==> src/design/tclp_pkg.sv <==
`timescale 1ns / 1ps
// ----------------------------------------------------------------------------
// tclp_pkg
// Shared types, character codes and phase encoding for the trace text
// line parser.
// ----------------------------------------------------------------------------
package tclp_pkg;

    localparam int DEFAULT_INDEX_WIDTH = 32;

    localparam logic [7:0] CH_NUL   = 8'd0;
    localparam logic [7:0] CH_TAB   = 8'd9;
    localparam logic [7:0] CH_NL    = 8'd10;
    localparam logic [7:0] CH_CR    = 8'd13;
    localparam logic [7:0] CH_MINUS = 8'h2D;
    localparam logic [7:0] CH_POINT = 8'h2E;
    localparam logic [7:0] CH_ZERO  = 8'h30;
    localparam logic [7:0] CH_NINE  = 8'h39;

    localparam logic [5:0] FRAC_MAX = 6'd63;

    localparam logic STATUS_OK  = 1'b0;
    localparam logic STATUS_BAD = 1'b1;

    typedef enum logic [7:0] {
        PH_A     = 8'b0000_0001,
        PH_T     = 8'b0000_0010,
        PH_H     = 8'b0000_0100,
        PH_B     = 8'b0000_1000,
        PH_BSKIP = 8'b0001_0000,
        PH_D     = 8'b0010_0000,
        PH_DSKIP = 8'b0100_0000,
        PH_V     = 8'b1000_0000
    } t_phase;

    typedef struct packed {
        logic [7:0] text_byte;
        logic       end_of_text;
    } t_in_item;

    typedef struct packed {
        logic               status;
        logic signed [31:0] appl_index;
        logic signed [31:0] task_index;
        logic signed [31:0] thread_index;
        logic signed [63:0] begin_time;
        logic signed [63:0] event_value;
        logic [5:0]         fraction_digits;
        logic               new_location;
        logic signed [63:0] end_time;
    } t_out_item;

    typedef struct packed {
        logic      valid;
        t_out_item item;
    } t_core_res;

    function automatic t_phase next_phase(input t_phase ph);
        t_phase r;
        unique case (ph)
            PH_A:     r = PH_T;
            PH_T:     r = PH_H;
            PH_H:     r = PH_B;
            PH_B:     r = PH_BSKIP;
            PH_BSKIP: r = PH_D;
            PH_D:     r = PH_DSKIP;
            PH_DSKIP: r = PH_V;
            PH_V:     r = PH_V;
            default:  r = PH_A;
        endcase
        return r;
    endfunction

endpackage

==> src/design/tclp_core.sv <==
`timescale 1ns / 1ps
// ----------------------------------------------------------------------------
// tclp_core
// Per-byte field phase machine, decimal accumulator, location tracking and
// running end time; produces the line record combinationally on close.
// ----------------------------------------------------------------------------
module tclp_core
    import tclp_pkg::*;
#(
    parameter int INDEX_WIDTH = DEFAULT_INDEX_WIDTH
) (
    input  logic      i_clk,
    input  logic      i_rst_n,
    input  logic      i_accept,
    input  t_in_item  i_item,
    output t_core_res o_res
);

    t_phase                 r_phase, n_phase;
    logic [63:0]            r_acc, n_acc;
    logic                   r_minus, n_minus;
    logic                   r_start, n_start;
    logic                   r_point, n_point;
    logic [5:0]             r_frac, n_frac;
    logic                   r_ignore, n_ignore;
    logic                   r_bad, n_bad;
    logic                   r_has, n_has;
    logic                   r_loc_new, n_loc_new;
    logic [INDEX_WIDTH-1:0] r_held_a, n_held_a;
    logic [INDEX_WIDTH-1:0] r_held_t, n_held_t;
    logic [INDEX_WIDTH-1:0] r_loc [3];
    logic [INDEX_WIDTH-1:0] n_loc [3];
    logic [63:0]            r_begin, n_begin;
    logic [63:0]            r_sum, n_sum;
    logic [63:0]            r_end, n_end;

    logic [7:0]             c;
    logic                   is_nl;
    logic                   is_delim;
    logic [63:0]            fv;
    logic [63:0]            val_out;
    logic                   close;
    logic                   line_bad;
    logic                   loc_new_pre;
    logic [5:0]             frac_pre;
    logic [INDEX_WIDTH-1:0] idx_m [3];
    logic [31:0]            idx_o [3];
    t_out_item              rec;

    assign c     = i_item.text_byte;
    assign is_nl = (c == CH_NL);
    assign fv    = r_minus ? (64'd0 - r_acc) : r_acc;

    always_comb begin
        priority case (1'b1)
            r_phase == PH_H: is_delim = (c == CH_TAB);
            r_phase == PH_V: is_delim = 1'b0;
            default:         is_delim = (c == CH_POINT);
        endcase
    end

    always_comb begin
        n_phase   = r_phase;
        n_acc     = r_acc;
        n_minus   = r_minus;
        n_start   = r_start;
        n_point   = r_point;
        n_frac    = r_frac;
        n_ignore  = r_ignore;
        n_bad     = r_bad;
        n_has     = r_has;
        n_loc_new = r_loc_new;
        n_held_a  = r_held_a;
        n_held_t  = r_held_t;
        n_loc     = r_loc;
        n_begin   = r_begin;
        n_sum     = r_sum;
        n_end     = r_end;

        if (!is_nl) begin
            n_has = 1'b1;
            if (r_phase == PH_BSKIP || r_phase == PH_DSKIP) begin
                if (c == CH_TAB) begin
                    n_acc    = '0;
                    n_minus  = 1'b0;
                    n_start  = 1'b1;
                    n_point  = 1'b0;
                    n_frac   = '0;
                    n_ignore = 1'b0;
                    n_phase  = next_phase(r_phase);
                end
            end else if (is_delim) begin
                unique case (r_phase)
                    PH_A: n_held_a = fv[INDEX_WIDTH-1:0];
                    PH_T: n_held_t = fv[INDEX_WIDTH-1:0];
                    PH_H: begin
                        if (!r_bad && (r_held_a != r_loc[0] || r_held_t != r_loc[1] ||
                                       fv[INDEX_WIDTH-1:0] != r_loc[2])) begin
                            n_loc_new = 1'b1;
                            n_loc[0]  = r_held_a;
                            n_loc[1]  = r_held_t;
                            n_loc[2]  = fv[INDEX_WIDTH-1:0];
                        end
                    end
                    PH_B:    n_begin = fv;
                    PH_D:    n_sum   = r_begin + fv;
                    default: ;
                endcase
                n_acc    = '0;
                n_minus  = 1'b0;
                n_start  = 1'b1;
                n_point  = 1'b0;
                n_frac   = '0;
                n_ignore = 1'b0;
                n_phase  = next_phase(r_phase);
            end else if (!r_ignore) begin
                priority if (c == CH_CR || c == CH_NUL) begin
                    n_ignore = 1'b1;
                end else if (c >= CH_ZERO && c <= CH_NINE) begin
                    n_acc   = {r_acc[60:0], 3'b000} + {r_acc[62:0], 1'b0}
                              + {60'd0, c[3:0]};
                    n_start = 1'b0;
                    if (r_point && r_frac < FRAC_MAX) begin
                        n_frac = r_frac + 6'd1;
                    end
                end else if (c == CH_MINUS && r_start) begin
                    n_minus = 1'b1;
                    n_start = 1'b0;
                end else if (c == CH_POINT && r_phase == PH_V && !r_point) begin
                    n_point = 1'b1;
                    n_start = 1'b0;
                end else begin
                    n_bad = 1'b1;
                end
            end
        end

        close       = is_nl ? r_has : i_item.end_of_text;
        line_bad    = n_bad || (n_phase != PH_V);
        val_out     = n_minus ? (64'd0 - n_acc) : n_acc;
        loc_new_pre = n_loc_new;
        frac_pre    = n_frac;

        if (close && !line_bad && ($signed(r_end) < $signed(n_sum))) begin
            n_end = n_sum;
        end

        if ((is_nl && !r_has) || close) begin
            n_phase   = PH_A;
            n_acc     = '0;
            n_minus   = 1'b0;
            n_start   = 1'b1;
            n_point   = 1'b0;
            n_frac    = '0;
            n_ignore  = 1'b0;
            n_bad     = 1'b0;
            n_has     = 1'b0;
            n_loc_new = 1'b0;
        end
    end

    always_comb begin
        for (int k = 0; k < 3; k++) begin
            idx_m[k] = n_loc[k] - INDEX_WIDTH'(1);
            idx_o[k] = 32'(64'($signed(idx_m[k])));
        end
    end

    always_comb begin
        rec                 = '0;
        rec.new_location    = loc_new_pre;
        rec.end_time        = n_end;
        if (line_bad) begin
            rec.status = STATUS_BAD;
            if (loc_new_pre) begin
                rec.appl_index   = idx_o[0];
                rec.task_index   = idx_o[1];
                rec.thread_index = idx_o[2];
            end
        end else begin
            rec.status          = STATUS_OK;
            rec.appl_index      = idx_o[0];
            rec.task_index      = idx_o[1];
            rec.thread_index    = idx_o[2];
            rec.begin_time      = r_begin;
            rec.event_value     = val_out;
            rec.fraction_digits = frac_pre;
        end
    end

    assign o_res.valid = i_accept && close;
    assign o_res.item  = rec;

    always_ff @(posedge i_clk) begin
        if (!i_rst_n) begin
            r_phase   <= PH_A;
            r_acc     <= '0;
            r_minus   <= 1'b0;
            r_start   <= 1'b1;
            r_point   <= 1'b0;
            r_frac    <= '0;
            r_ignore  <= 1'b0;
            r_bad     <= 1'b0;
            r_has     <= 1'b0;
            r_loc_new <= 1'b0;
            r_held_a  <= '0;
            r_held_t  <= '0;
            r_loc     <= '{default: '0};
            r_begin   <= '0;
            r_sum     <= '0;
            r_end     <= '0;
        end else if (i_accept) begin
            r_phase   <= n_phase;
            r_acc     <= n_acc;
            r_minus   <= n_minus;
            r_start   <= n_start;
            r_point   <= n_point;
            r_frac    <= n_frac;
            r_ignore  <= n_ignore;
            r_bad     <= n_bad;
            r_has     <= n_has;
            r_loc_new <= n_loc_new;
            r_held_a  <= n_held_a;
            r_held_t  <= n_held_t;
            r_loc     <= n_loc;
            r_begin   <= n_begin;
            r_sum     <= n_sum;
            r_end     <= n_end;
        end
    end

endmodule

==> src/design/trace_csv_line_parser.sv <==
`timescale 1ns / 1ps
// ----------------------------------------------------------------------------
// trace_csv_line_parser
// Parses a byte stream of trace text lines into one record per non-empty
// line; the record appears in the cycle after its closing byte.
// Throughput: 1 byte per cycle; a byte is held off only while a record
// waits in the output register and i_out_ready is low.
// Reset: synchronous, active low; clears phase, accumulator, location and
// running end time; no record pending.
// ----------------------------------------------------------------------------
module trace_csv_line_parser
    import tclp_pkg::*;
#(
    parameter int INDEX_WIDTH = DEFAULT_INDEX_WIDTH
) (
    input  logic      i_clk,
    input  logic      i_rst_n,
    input  logic      i_in_valid,
    output logic      o_in_ready,
    input  t_in_item  i_in_item,
    output logic      o_out_valid,
    input  logic      i_out_ready,
    output t_out_item o_out_item
);

    logic      accept;
    t_core_res core_res;
    logic      r_out_valid;
    t_out_item r_out_item;

    assign o_in_ready = !r_out_valid || i_out_ready;
    assign accept     = i_in_valid && o_in_ready;

    tclp_core #(
        .INDEX_WIDTH(INDEX_WIDTH)
    ) u_core (
        .i_clk   (i_clk),
        .i_rst_n (i_rst_n),
        .i_accept(accept),
        .i_item  (i_in_item),
        .o_res   (core_res)
    );

    always_ff @(posedge i_clk) begin
        if (!i_rst_n) begin
            r_out_valid <= 1'b0;
        end else if (core_res.valid) begin
            r_out_valid <= 1'b1;
        end else if (i_out_ready) begin
            r_out_valid <= 1'b0;
        end
    end

    always_ff @(posedge i_clk) begin
        if (core_res.valid) begin
            r_out_item <= core_res.item;
        end
    end

    assign o_out_valid = r_out_valid;
    assign o_out_item  = r_out_item;

endmodule

==> config.mk <==
export PLATFORM = sky130hd
export DESIGN_NAME = trace_csv_line_parser
export DESIGN_NICKNAME = d
export VERILOG_FILES = /design/src/design/tclp_pkg.sv /design/src/design/tclp_core.sv /design/src/design/trace_csv_line_parser.sv
export SDC_FILE = /design/constraint.sdc
export NUM_CORES = 2
export LEC_CHECK = 0
export ABC_AREA = 1
export BUFFER_PORTS_ARGS = -buffer_cell sky130_fd_sc_hd__buf_2
export CORE_UTILIZATION = 45
export CTS_CLUSTER_SIZE = 16
export DETAILED_ROUTE_END_ITERATION = 8
export PLACE_DENSITY_LB_ADDON = 0.3
export SETUP_SLACK_MARGIN = 0.4
export SKIP_LAST_GASP = 1
export SLEW_MARGIN = 20
export SYNTH_ARGS = -nofsm -noshare
export SYNTH_HDL_FRONTEND = slang
export SYNTH_SLANG_ARGS = --single-unit
==> constraint.sdc <==
create_clock -name i_clk -period 18.5 [get_ports i_clk]
set_input_delay 4.625 -clock i_clk [delete_from_list [all_inputs] [get_ports i_clk]]
set_output_delay 4.625 -clock i_clk [all_outputs]
set_load 0.005 [all_outputs]
Word level (Yosys, flattened, before mapping)
Index checks and enable logic that the tools add are counted.
{ "classes": {"add_sub_neg": 9, "magnitude_cmp": 4, "n_eq_ne": 23, "n_mux": 94, "bitwise_logic": 2, "reduce_logical": 35} }
{ "ops": {"columns": ["cell", "count"], "rows": [
  ["two-way mux 64 bit", 15],
  ["two-way mux 96 bit", 6],
  ["adder 64 bit", 2],
  ["subtractor 1 x 64 -> 64 bit (first input constant)", 2],
  ["two-way mux 97 bit", 1],
  ["inequality test 32 bit", 3],
  ["subtractor 32 x 1 -> 32 bit (second input constant)", 3],
  ["adder 64 x 4 -> 64 bit", 1],
  ["less-than comparator 64 bit", 1],
  ["two-way mux 1 bit", 57],
  ["one-hot mux 8 bit (7 select lines)", 1],
  ["two-way mux 6 bit", 9],
  ["two-way mux 8 bit", 5],
  ["== test 8 x 4 -> 1 bit (second input constant)", 4],
  ["== test 8 x 6 -> 1 bit (second input constant)", 3],
  ["AND reduction 5 bit", 3],
  ["inequality test 4 x 2 -> 1 bit (second input constant)", 3],
  ["logical AND 1 bit", 11],
  ["== test 8 x 1 -> 1 bit (second input constant)", 1],
  ["== test 8 x 2 -> 1 bit (second input constant)", 1],
  ["== test 8 x 3 -> 1 bit (second input constant)", 1],
  ["== test 8 x 5 -> 1 bit (second input constant)", 1],
  ["== test 8 x 7 -> 1 bit (second input constant)", 1],
  ["== test 8 bit (second input constant)", 1],
  ["20 further kinds", 31]
]} }
{ "word_totals": {"regBits": 734, "input_bits": 13, "out_inout_bits": 298, "wordCells": 195} }

Logic depth before layout (Yosys ltp)
{ "logic_depth": {"word_depth": 16, "ltp_mapped": 45, "ltp_nobuf": 44} }

By module
From an unflattened synthesis, not the netlist that was laid out.
{ "hier_totals": {"cells_unflattened": 7585, "hier_area_um2": 50495.9} }
{ "by_module_without_submodules": {"columns": ["module", "instances", "cells_each", "area_each_um2", "seq_area_each_um2"], "rows": [
  ["tclp_core", 1, 7282, 41553.6, 8748.4],
  ["trace_csv_line_parser", 1, 303, 8942.3, 8908.5]
]} }

Worst setup path before layout
No wires, ideal clock.
{ "synth_path": {"path_kind": "input port to flip-flop", "startpoint": "input port i_in_item[8] (netlist bit)", "endpoint": "register r_out_item, in the netlist o_out_item[0] (enable)", "setup_time_ns": 0.960, "arrival_time_ns": 18.053, "required_time_ns": 17.540, "path_slack_ns": -0.514, "path_stages": 7, "path_buffers": 0, "cell_sequence": "nor2_2 -> nand2_1 -> nor3_1 -> nor2_1 -> inv_1 -> o21ai_0 -> nor2_1"} }
{ "synth_lines": {"columns": ["element", "line", "text"], "rows": [
  ["start, declared", "trace_csv_line_parser.sv:20", "input t_in_item i_in_item,"],
  ["end signal, assigned", "trace_csv_line_parser.sv:56", "r_out_item <= core_res.item;"],
  ["end, declared", "trace_csv_line_parser.sv:29", "t_out_item r_out_item;"]
]} }

Worst setup path after layout
{ "layout_path": {"startpoint": "input port i_in_item[8] (netlist bit)", "endpoint": "register u_core.r_end[62]"} }
{ "layout_via": {"elab_chain_len": 16, "elab_cells_between_ends": 38, "classes_between": "order compare (3); eq/ne (6); mux (19); reduce/logical (10)"} }
{ "layout_lines": {"columns": ["element", "line", "text"], "rows": [
  ["parallel branches: the longest is 15 deep, another holds less-than comparator 64 bit", null, null],
  ["two-way mux 64 bit *", "tclp_core.sv:144", "if (close && !line_bad && ($signed(r_end) < $signed(n_sum))) begin"],
  ["end signal, assigned", "tclp_core.sv:228", "r_end <= n_end;"],
  ["end, declared", "tclp_core.sv:35", "logic [63:0] r_end, n_end;"]
]} }
Mark *: on every way between the ends.
A chain may end at the register's enable or synchronous reset.

==> reports/results.ini <==
[run_status]
status=finished clean

[hold_path]
worstHoldStart=u_core.r_has$_SDFFE_PN0P_
worstHoldPathType=register to register

[pwr]
ir_worst_vdd_v=0.00006102
fin_total_pwr_mw=4.136
leakagePower_nw=26.60
powerDensity_nw_per_um2=73.53

[floorplanning]
core_um2=110800
ios=311
die_y_um=336.8
die_w_um=336.8
initial_core_util=0.4551
fp-row-count=122
die-area_um2=113400

[sta]
max-slew-margin-rel=0.1604
period_minus_slack_ns=10.46
final_max_slew_viol_count=0
final.setup.tns_ns=0
tightestPinTransition_ns=1.250
hold_viol_final=0
finalSetupViolations=0
rsz0062_at_grt=false
fin_crit_sh=0.5653
clock_skew_ns=0.03672
fmax_mhz=95.62

[final_layout]
area_growth_syn_to_layout_pct=11.51
drive_gt1_frac=0.08682
diodes=0
fillCellCount=11240
regArea_um2=17660
multiInputGateArea_um2=27750
final_cells=9228
fin_nets=7939

[synth]
synth.largest_area_cell=edfxtp_1
synth_flop_cell=dfxtp_1
ys_ff_latch=734
synth_cells=7491
yosys_warnings=0
synth_fp_nets=7761
ys_types=64
ys_async_sr_fraction=0
synth_edf_count=296
avgSynthCellArea_um2=6.733
synth.area.top_cells=edfxtp_1 (18%), dfxtp_1 (17%), nand2_1 (13%), inv_1 (7.7%), a21oi_1 (7.1%)
yosysSeqAreaShare=0.3501
synth_most_common_cell=nand2_1
syn-cell-area_um2=50440
netlist.area_leader.share=0.1762
synthTopCellsByCount=nand2_1 (1,740), inv_1 (1,034), nor2_1 (926)

[drt]
drt_iter0_drc=4841
drc_errors=0
wl_per_cell_um=20.78
via_per_inst=5.579
num_vias=51480
routed_wl_um=191800
wl_met3_um=13330
ant_nets=0
top_layer_used=met5
wl_met1_um=79700
drt_first_pass_iters=6
dr_wl_met2_um=87730

[global_routing]
grt_max_degree=163
grt_pass1_vias=47920
antenna_found_initial=4
grt_first_pass_wirelength_um=287700
overflow=0
grt_use_total=0.3306

[clocking]
postCtsHoldBufs=0
clock_sinks=734
cts_buffer_depth=3
post_cts_buffers=0
clock_latency_ns=0.70
h-tree-depth=3
cts.clk_slew.worst_paths_ns=0.06
ctsResizeCount=0
numCtsBuffers=87
cts-root-buf=clkbuf_16
tritoncts=yes

[critical_path]
cp_data_arrival_time_ns=11.02
crit_required_ns=19.06
start_kind=input pin
crit_path_start=i_in_item[8]
regToRegStartpoint=u_core.r_acc[0]$_SDFFE_PN0P_
cp-end-kind=register
crit_fanout=79
path_class=input pin to register

[place]
io_buffers=310
hpwlAfterDp_um=145500
dp.cells=9067
routabilityCongestion=1.032

[job]
maxCapViolations=0

==> cells in the final DEF (no fill, tap or decap), types with 22 or more instances in the layout <==
master     instances
nand2_1         1736
inv_1           1034
nor2_1           918
a21oi_1          712
o21ai_0          554
dfxtp_1          437
nand3_1          388
buf_2            309
edfxtp_1         296
ha_1             254
nand4_1          143
xor2_1            99
clkbuf_16         91
xnor2_1           84
nor3_1            63
o21a_1            53
buf_4             50
nand3b_1          43
a31oi_1           41
o211ai_1          41
nor2_2            33
o21ai_1           30
inv_2             28
nand2_2           28
or2_2             23
nor2_4            22
a211oi_1          22
==> metrics by stage <==
stage	area (um^2)	util	setup WS, ns	hold WS (ns)
floorplan	50440	-	4.507	0.4305
detailed placement	53260	0.4806	7.504	0.4608
global route	56240	0.5075	7.650	0.4957
finish	56240	0.5075	8.042	0.4686
global placement	53240	0.4804	7.751	0.4559
CTS	56210	0.5072	8.183	0.4691
==> final timing paths <==
path                                         to  slack, ns  cells after the start
hold / removal        u_core.r_has$_SDFFE_PN0P_       0.47                      2
setup / recovery  u_core.r_end[62]$_SDFFE_PN0P_       8.04                     26
setup reg to reg  u_core.r_end[62]$_SDFFE_PN0P_      10.29                     41
hold reg to reg       u_core.r_has$_SDFFE_PN0P_       0.47                      2
==> cells by family (layout without fill, tap and decap cells) <==
logic type                 count (synthesis)  in the layout  synth area share
and+or+nand+nor                         3443           3443            0.2874
AOI/OAI and AO/OA                       1529           1529            0.1629
buffers and inverters                   1341           1590            0.1026
DFF                                      734            734            0.3501
adders and majority gates                257            257           0.06420
xor gates and xnor gates                 184            184           0.03223
muxes                                      3              3         0.0005954
==> state kept, by name, summed over array words and instances (netlist names), 8 cells and up <==
signal / flops
u_core.r_sum: 64
u_core.r_loc: 96
u_core.r_phase: 8
u_core.r_begin: 64
u_core.r_end: 64
u_core.r_held_a: 32
u_core.r_acc: 64
o_out_item: 296
u_core.r_held_t: 32
==> report_power, final <==
group / internal [mW] / switching [mW] / total (mW)
combinational: 0.160 / 0.380 / 0.540
clock: 1.06 / 0.753 / 1.81
sequential: 1.74 / 0.0399 / 1.78
total: 2.96 / 1.17 / 4.14
==> worst max-delay path, stage by stage <==
cell      delay (ns)
buf_2           0.10
nor2_2          0.13
nand3_1         0.10
nor3_1          0.96
nand3_1         0.19
nand2_2         0.15
inv_1           0.10
nor2_4          0.34
buf_4           0.74
inv_1           0.32
o21ai_0         0.40
ha_1            0.32
nand2_1         0.09
nor2_1          0.05
a211oi_1        0.23
o221ai_1        0.15
a221oi_1        0.25
nand2_1         0.16
nand2_1         0.12
nand2_1         0.07
nand2_2         0.09
nand3_4         0.68
nand2_1         0.35
nand3_1         0.13
nand2_1         0.10
inv_1           0.04
==> metal layers <==
layer,track usage,vias up
met5,0,-
met4,0.1693,2
met3,0.04434,428
met2,0.5415,2126
met1,0.4245,24060
li1,-,24870
==> cell type report <==
cell class	instances	area share
multi-input combinational	5416	0.4934
clock buffer	120	0.04498
sequential	734	0.3140
tap	1488	0.03310
clock inverter	40	0.007608
inverter	1068	0.07159
timing repair buffer	362	0.03537
Note: power is estimated with default switching activity, not from simulation.
